File: config.mk
export PLATFORM = sky130hd
export DESIGN_NAME = substring_match_detector_unit_flat
export DESIGN_NICKNAME = d
export VERILOG_FILES = /design/src/rtl/smd_pkg.sv /design/src/rtl/smd_in_if.sv /design/src/rtl/smd_out_if.sv /design/src/rtl/smd_cell.sv /design/src/rtl/substring_match_detector_unit.sv /design/src/flat_wrapper.sv
export SDC_FILE = /design/constraint.sdc
export NUM_CORES = 1
export LEC_CHECK = 0
export BUFFER_PORTS_ARGS = -buffer_cell sky130_fd_sc_hd__buf_2
export CAP_MARGIN = 0
export CELL_PAD_IN_SITES_DETAIL_PLACEMENT = 0
export CELL_PAD_IN_SITES_GLOBAL_PLACEMENT = 1
export CORE_MARGIN = 8
export CORE_UTILIZATION = 45
export CTS_BUF_LIST = sky130_fd_sc_hd__clkbuf_4
export DETAILED_ROUTE_END_ITERATION = 10
export HOLD_SLACK_MARGIN = 0.05
export PLACE_DENSITY = 0.71
export SLEW_MARGIN = 0
export SYNTH_ARGS = -nofsm -noshare
export SYNTH_HDL_FRONTEND = slang
export SYNTH_SLANG_ARGS = --single-unit
File: constraint.sdc
create_clock -name clk -period 6.5 [get_ports clk]
set_clock_uncertainty 0.2 [all_clocks]
set_input_delay 1.95 -clock clk [delete_from_list [all_inputs] [get_ports clk]]
set_output_delay 1.95 -clock clk [all_outputs]
set_load 0.02 [all_outputs]
File: src/rtl/smd_pkg.sv
// Package: sizes, cell link and control types of the substring match detector
`timescale 1ns / 1ps
package smd_pkg;

	localparam int MaxPattern = 32;

	typedef logic [7:0] byte_t;

	typedef enum logic {
		OP_PATTERN = 1'b0,
		OP_TEXT    = 1'b1
	} op_t;

	// Data handed from one cell to the next
	typedef struct packed {
		byte_t win;   // text byte
		byte_t pat;   // pattern byte
		logic  act;   // cell lies inside the stored pattern
		logic  seen;  // cell holds a byte of the current text
	} link_t;

	// Row-wide control, shared by every cell
	typedef struct packed {
		logic txt_shift;
		logic txt_clr;
		logic pat_load;
	} cell_ctl_t;

endpackage

File: src/rtl/smd_in_if.sv
// Input channel: pattern and text bytes
`timescale 1ns / 1ps
interface smd_in_if;
	logic            valid;
	logic            ready;
	logic            opcode;
	smd_pkg::byte_t  symbol;
	logic            last;

	modport source (output valid, output opcode, output symbol, output last, input ready);
	modport sink   (input valid, input opcode, input symbol, input last, output ready);
endinterface

File: src/rtl/smd_out_if.sv
// Output channel: search result
`timescale 1ns / 1ps
interface smd_out_if;
	logic valid;
	logic ready;
	logic found;
	logic pattern_overflow;

	modport source (output valid, output found, output pattern_overflow, input ready);
	modport sink   (input valid, input found, input pattern_overflow, output ready);
endinterface

File: src/rtl/smd_cell.sv
// One cell of the compare row: text byte, pattern byte and their compare
`timescale 1ns / 1ps
module smd_cell (
	input  logic               clk,
	input  logic               arst_n,
	input  smd_pkg::cell_ctl_t ctl,
	input  smd_pkg::link_t     link_in,
	output smd_pkg::link_t     link_out,
	output logic               hit
);

	smd_pkg::byte_t win_q;
	smd_pkg::byte_t pat_q;
	logic           act_q;
	logic           seen_q;

	always_ff @(posedge clk or negedge arst_n) begin
		if (!arst_n) begin
			act_q  <= 1'b0;
			seen_q <= 1'b0;
		end else begin
			if (ctl.pat_load) begin
				act_q <= link_in.act;
			end
			if (ctl.txt_clr) begin
				seen_q <= 1'b0;
			end else if (ctl.txt_shift) begin
				seen_q <= link_in.seen;
			end
		end
	end

	always_ff @(posedge clk) begin
		if (ctl.txt_shift) begin
			win_q <= link_in.win;
		end
		if (ctl.pat_load) begin
			pat_q <= link_in.pat;
		end
	end

	// Compare against the byte that moves in on this shift
	assign hit = !act_q || (link_in.seen && (link_in.win == pat_q));

	assign link_out = '{win: win_q, pat: pat_q, act: act_q, seen: seen_q};

endmodule

File: src/rtl/substring_match_detector_unit.sv
// Top level of the substring match detector: cell row, result stage and output register
//
//  channel | dir | word                              | result
//  --------+-----+-----------------------------------+------------------------------
//  in_ch   | in  | opcode, symbol, last              | pattern byte or text byte
//  out_ch  | out | found, pattern_overflow           | one word per last text byte
//
// One byte is taken in every cycle unless in_ch stalls; every cell compares its byte in the cycle
// the byte arrives, and an AND over the registered row hits gives the verdict.
// A result passes from its last text byte through the registered row hits and the
// output register to out_ch.
// Reset clears the pattern length, the text progress and the status flags; the bytes held in
// the cells are not cleared. in_ch stalls only while a finished result waits in the
// output register and the next result stands behind it.
`timescale 1ns / 1ps
module substring_match_detector_unit (
	input  logic              clk,
	input  logic              arst_n,
	smd_in_if.sink            in_ch,
	smd_out_if.source         out_ch
);

	smd_pkg::link_t               link_in  [smd_pkg::MaxPattern];
	smd_pkg::link_t               link_out [smd_pkg::MaxPattern];
	logic [smd_pkg::MaxPattern-1:0] hit;
	smd_pkg::cell_ctl_t           ctl;

	logic accept;
	logic is_text;
	logic restart;
	logic full;

	logic complete_q;
	logic ovf_q;
	logic match_seen_q;

	logic                           valid_s1;
	logic                           last_s1;
	logic                           nonempty_s1;
	logic                           ovf_s1;
	logic [smd_pkg::MaxPattern-1:0] hits_s1;

	logic out_valid_q;
	logic found_q;
	logic out_ovf_q;

	logic out_free;
	logic s1_adv;
	logic match;

	assign out_free = !out_valid_q || out_ch.ready;
	assign s1_adv   = !valid_s1 || !last_s1 || out_free;

	assign in_ch.ready = s1_adv;
	assign accept      = in_ch.valid && in_ch.ready;
	assign is_text     = (in_ch.opcode == smd_pkg::OP_TEXT);

	// A pattern byte after a finished pattern starts a new one
	assign restart = accept && !is_text && complete_q;
	assign full    = link_out[smd_pkg::MaxPattern-1].act && !restart;

	assign ctl.pat_load  = accept && !is_text && !full;
	assign ctl.txt_shift = accept && is_text;
	assign ctl.txt_clr   = restart || (accept && is_text && in_ch.last);

	for (genvar k = 0; k < smd_pkg::MaxPattern; k++) begin : g_cell
		if (k == 0) begin : g_head
			assign link_in[k] = '{win: in_ch.symbol, pat: in_ch.symbol,
				act: 1'b1, seen: 1'b1};
		end else begin : g_body
			// Drop the old pattern extent on restart
			assign link_in[k] = '{win: link_out[k-1].win, pat: link_out[k-1].pat,
				act: link_out[k-1].act && !restart, seen: link_out[k-1].seen};
		end

		smd_cell u_cell (
			.clk      (clk),
			.arst_n   (arst_n),
			.ctl      (ctl),
			.link_in  (link_in[k]),
			.link_out (link_out[k]),
			.hit      (hit[k])
		);
	end

	always_ff @(posedge clk or negedge arst_n) begin
		if (!arst_n) begin
			complete_q <= 1'b0;
			ovf_q      <= 1'b0;
		end else if (accept) begin
			if (is_text) begin
				complete_q <= 1'b1;
			end else begin
				complete_q <= in_ch.last;
				ovf_q      <= (restart ? 1'b0 : ovf_q) || full;
			end
		end
	end

	always_ff @(posedge clk or negedge arst_n) begin
		if (!arst_n) begin
			valid_s1 <= 1'b0;
		end else if (s1_adv) begin
			valid_s1 <= ctl.txt_shift;
		end
	end

	always_ff @(posedge clk) begin
		if (ctl.txt_shift) begin
			last_s1     <= in_ch.last;
			nonempty_s1 <= link_out[0].act;
			ovf_s1      <= ovf_q;
			hits_s1     <= hit;
		end
	end

	assign match = nonempty_s1 && (&hits_s1);

	always_ff @(posedge clk or negedge arst_n) begin
		if (!arst_n) begin
			match_seen_q <= 1'b0;
		end else if (restart) begin
			match_seen_q <= 1'b0;
		end else if (valid_s1 && s1_adv) begin
			match_seen_q <= last_s1 ? 1'b0 : (match_seen_q || match);
		end
	end

	always_ff @(posedge clk or negedge arst_n) begin
		if (!arst_n) begin
			out_valid_q <= 1'b0;
		end else if (valid_s1 && last_s1 && out_free) begin
			out_valid_q <= 1'b1;
		end else if (out_ch.ready) begin
			out_valid_q <= 1'b0;
		end
	end

	always_ff @(posedge clk) begin
		if (valid_s1 && last_s1 && out_free) begin
			found_q   <= match_seen_q || match;
			out_ovf_q <= ovf_s1;
		end
	end

	assign out_ch.valid            = out_valid_q;
	assign out_ch.found            = found_q;
	assign out_ch.pattern_overflow = out_ovf_q;

endmodule

File: src/flat_wrapper.sv
// flat-port wrapper written by rule: the top's interface ports become plain ports
module substring_match_detector_unit_flat 
  (clk, arst_n, in_ch_valid, in_ch_opcode, in_ch_symbol, in_ch_last, in_ch_ready, out_ch_valid, out_ch_found, out_ch_pattern_overflow, out_ch_ready);
  smd_in_if in_ch_i ();
  smd_out_if out_ch_i ();
  input  logic clk;
  input  logic arst_n;
  input wire logic [$bits(in_ch_i.valid)-1:0] in_ch_valid;
  input wire logic [$bits(in_ch_i.opcode)-1:0] in_ch_opcode;
  input wire logic [$bits(in_ch_i.symbol)-1:0] in_ch_symbol;
  input wire logic [$bits(in_ch_i.last)-1:0] in_ch_last;
  output wire logic [$bits(in_ch_i.ready)-1:0] in_ch_ready;
  output wire logic [$bits(out_ch_i.valid)-1:0] out_ch_valid;
  output wire logic [$bits(out_ch_i.found)-1:0] out_ch_found;
  output wire logic [$bits(out_ch_i.pattern_overflow)-1:0] out_ch_pattern_overflow;
  input wire logic [$bits(out_ch_i.ready)-1:0] out_ch_ready;
  assign in_ch_i.valid = in_ch_valid;
  assign in_ch_i.opcode = in_ch_opcode;
  assign in_ch_i.symbol = in_ch_symbol;
  assign in_ch_i.last = in_ch_last;
  assign in_ch_ready = in_ch_i.ready;
  assign out_ch_valid = out_ch_i.valid;
  assign out_ch_found = out_ch_i.found;
  assign out_ch_pattern_overflow = out_ch_i.pattern_overflow;
  assign out_ch_i.ready = out_ch_ready;
  substring_match_detector_unit u_core (.clk(clk), .arst_n(arst_n), .in_ch(in_ch_i), .out_ch(out_ch_i));
endmodule
# --- Word-level counts from Yosys, hierarchy flattened ---
# Cells that the tools add are included.
classes:
  eq_ne: 32
  mux: 69
  bitwise_logic: 1
  reduce_logical: 154
op_table:
  columns: ["cell", "count"]
  rows:
  - ["equality test 8 bit", 32]
  - ["logical AND 1 bit", 73]
  - ["2-to-1 mux 1 bit", 69]
  - ["logical NOT 1 bit", 38]
  - ["logical OR 1 bit", 38]
  - ["AND reduction 32 bit", 1]
  - ["nonzero test 2 bit", 3]
  - ["AND reduction 2 bit", 1]
  - ["inverter 1 bit", 1]
totals:
  register_bits: 609
  input_bits: 14
  out_inout_bits: 4
  word_cells: 393

# --- Longest topological paths before layout ---
logic_depth:
  depth_word: 10
  mapped_depth: 6
  ltp_nobuf: 5

# --- Hierarchy ---
# From an unflattened synthesis, not the netlist that was laid out.
hier_totals:
  cells_unflattened: 1235
  area_unflattened_um2: 23083.4
by_module_without_submodules:
  columns: ["module", "n_inst", "cells_each", "area_each_um2", "seq_area_each_um2"]
  rows:
  - ["smd_cell", 32, 35, 668.1, 530.5]
  - ["substring_match_detector_unit", 1, 115, 1702.9, 1236.2]

# --- Least setup slack after synthesis ---
# No wires, ideal clock.
synth_path:
  path_kind: "input-to-reg"
  from: "input port out_ch_ready"
  to: "register u_core.g_cell[0].u_cell.win_q[0] (enable)"
  setup_ns: 0.634
  t_arrival_ns: 7.882
  required_time_ns: 5.666
  slack_ns: -2.216
  stages: 4
  path_buffers: 0
  path_cell_list: "and4b_4 -> inv_4 -> nand3_4 -> inv_1"
synth_rtl:
  columns: ["element", "line", "text"]
  rows:
  - ["start, declared", "flat_wrapper.sv:16", "input wire logic [$bits(out_ch_i.ready)-1:0] out_ch_ready;"]
  - ["end signal, assigned", "smd_cell.sv:35", "win_q <= link_in.win;"]
  - ["end, declared", "smd_cell.sv:12", "smd_pkg::byte_t win_q;"]

# --- Worst setup path in the final report ---
layout_path:
  from: "input port out_ch_ready"
  to: "output port in_ch_ready"
layout_via:
  elab_chain_cells: 2
layout_rtl:
  columns: ["element", "line", "text"]
  rows:
  - ["logical OR 1 bit", "substring_match_detector_unit.sv:51", "assign out_free = !out_valid_q || out_ch.ready;"]
  - ["logical OR 1 bit", "substring_match_detector_unit.sv:52", "assign s1_adv = !valid_s1 || !last_s1 || out_free;"]
  - ["end, declared", "flat_wrapper.sv:12", "output wire logic [$bits(in_ch_i.ready)-1:0] in_ch_ready;"]
# No other way between the ends.

==> impl_metrics.json <==
{
  "status": "complete, no violations",
  "max-clock-path-buffers": 3,
  "coreArea_sq_um": 47750,
  "hold_class": "reg2reg",
  "wl_per_cell_um": 18.41,
  "antenna_left": 0,
  "grt_pass1_vias": 10736,
  "place_area_sq_um": 22640,
  "power.total_mw": 8.142,
  "place_congestion": 0.7132,
  "clkSinkCount": 609,
  "top_layer": "met4",
  "antenna_found_initial": 2,
  "relSlewSlack": 0.3085,
  "cts_tree": "built",
  "max_freq_mhz": 206.5,
  "num_rows": 80,
  "vias": 9930,
  "synth_edf_count": 541,
  "grt_usage": 0.1321,
  "powerDensity_nw_per_um2": 328.6,
  "syn_inst": 1080,
  "ys_top_cells_by_area": "edfxtp_1, xor2_1, dfrtp_1",
  "tightest_slew_ns": 1.037,
  "numCtsBuffers": 150,
  "cp.required_ns": 4.35,
  "layout.nets": 1259,
  "finalSetupViolations": 0,
  "cp_max_fo": 6,
  "synth_top_area_share": 0.7451,
  "overflow": 0,
  "drt_iter0_markers": 737,
  "postCtsSetupBuffers": 0,
  "post_cts_resized": 0,
  "h-tree-depth": 4,
  "synth_common_cells": "edfxtp_1, xor2_1, dfrtp_1",
  "fin_crit_sh": 0.7451,
  "peakVddDrop_uv": 175.8,
  "async_reset_ff_frac": 0.1117,
  "worstPathArrival_ns": 2.69,
  "yosys.area.top_type": "edfxtp_1",
  "routed_wl_mm": 36.45,
  "die-area_sq_um": 55760,
  "port_buffers": 17,
  "drv_cap": 0,
  "synth_top_flop_cell": "edfxtp_1",
  "dr.pass1.iters": 5,
  "clk_latency_ns": 0.82,
  "fin_crit_ns": 4.843,
  "start_kind": "primary input",
  "seq_area_frac_synth": 0.8231,
  "end_kind": "primary output",
  "leakage_nw": 8.656,
  "yosysMostFrequentCell": "edfxtp_1",
  "drt-vias-per-instance": 5.015,
  "ys.warnings.count": 0,
  "rsz0062_at_grt": "no",
  "synth.distinct_cells": 31,
  "area_delta_synth_final_pct": 13.65,
  "fp.dieW_um": 236.1,
  "start_util": 0.4567,
  "hold_ws_ns": 0.2266,
  "cts-hold-fix-buffers": 0,
  "grt_pass1_wl_mm": 58.26,
  "drcViolationCount": 0,
  "syn_nets": 1094,
  "clockRootBuffer": "clkbuf_4",
  "drive_gt1_frac": 0.2141,
  "dp_hpwl_mm": 21.25,
  "crit_type": "in2out",
  "synth-seq-cells": 609,
  "hold_violations": 0,
  "drv_slew": 0,
  "die_h_um": 236.1,
  "io_pins": 18,
  "met1Wirelength_mm": 16.00,
  "path_clk_slew_ns": 0.07,
  "wl_met3_mm": 1.769,
  "syn_area_sq_um": 21800,
  "avgSynthCellArea_sq_um": 20.19,
  "met2_wirelength_mm": 18.21,
  "grt_max_degree": 150,
  "finalInstanceArea_sq_um": 24780
}
## registers in the layout, indices dropped and copies added, names as in the netlist, 31 cells and up
| signal | flops |
|---|---|
| u_core.g_cell.u_cell.act_q | 32 |
| u_core.g_cell.u_cell.seen_q | 31 |
| u_core.g_cell.u_cell.win_q | 248 |
| u_core.g_cell.u_cell.pat_q | 256 |
| u_core.hits_s1 | 32 |
## cell type report
type	count	area [sq um]
antenna	6	15.01
fill	3825	22960
inverter	4	27.53
multi-input combinational	454	3719
tap	615	769.5
clock inverter	26	321.6
sequential	609	17950
clock buffer	240	1802
timing repair buffer	26	180.2
## report_power, final
| group | leakage [nW] | switching (mW) | total, mW | internal (mW) |
|---|---|---|---|---|
| sequential | 5.91 | 0.0899 | 4.51 | 4.42 |
| combinational | 1.49 | 0.152 | 0.220 | 0.0681 |
| clock | 1.25 | 1.43 | 3.41 | 1.98 |
| total | 8.66 | 1.67 | 8.14 | 6.47 |
## routing by layer
metal	track usage	vias up
met5	0	-
met2	0.2139	224
met3	0.04034	48
met4	0.04653	0
met1	0.1679	5029
li1	-	4629
## kinds of logic after synthesis
| family | Yosys count | share of synthesized area |
|---|---|---|
| AO/OA/AOI/OAI | 102 | 0.04011 |
| XOR/XNOR | 256 | 0.1028 |
| buffers and inverters | 17 | 0.006370 |
| flip-flops | 609 | 0.8231 |
| AND/OR/NAND/NOR | 96 | 0.02760 |
## worst max-delay path: stages
cell and delay [ns]:
buf_2 0.10, and4b_4 0.42, inv_6 0.06, buf_2 0.16
## worst paths after layout
check	startpoint	endpoint	slack, ns	cells past startpoint
max	out_ch_ready	in_ch_ready	1.66	4
min	u_core.ovf_s1	u_core.out_ch.pattern_overflow	0.23	0
min reg2reg	u_core.ovf_s1	u_core.out_ch.pattern_overflow	0.23	0
max in group asynchronous	arst_n	u_core.g_cell[30].u_cell.act_q	4.38	1
min in group asynchronous	arst_n	u_core.g_cell[30].u_cell.seen_q	1.06	1
max reg2reg	u_core.last_s1	u_core.g_cell[0].u_cell.pat_q[7]	3.85	6
## layout by cell type, fill, tap and decap left out, types with 2 or more instances in the layout
cell,instances
nand2_1,5
dfrtp_1,68
nor2_1,2
diode_2,6
buf_12,2
clkinvlp_4,4
nand3b_1,2
nor2b_1,2
bufinv_16,8
o41ai_1,31
nor4_1,32
a21oi_1,5
buf_2,16
edfxtp_1,541
nand4_1,9
inv_2,2
nand3_1,34
clkbuf_4,240
buf_4,8
xor2_1,217
a22o_1,60
o21ai_0,2
clkinv_1,12
nand2b_1,3
xnor2_1,39
## through the flow
step | cells | util | worst slack, ns | setup TNS [ns]
finish | 1980 | 0.5190 | 1.657 | 0
global route | 1980 | 0.5190 | 1.634 | 0
CTS | 1974 | 0.5187 | 1.653 | 0
detailed placement | 1708 | 0.4742 | 1.653 | 0
global placement | 1708 | 0.4742 | 1.662 | 0
floorplan | 1080 | - | -0.8393 | -386.59
(Power assumes the default switching activity.)
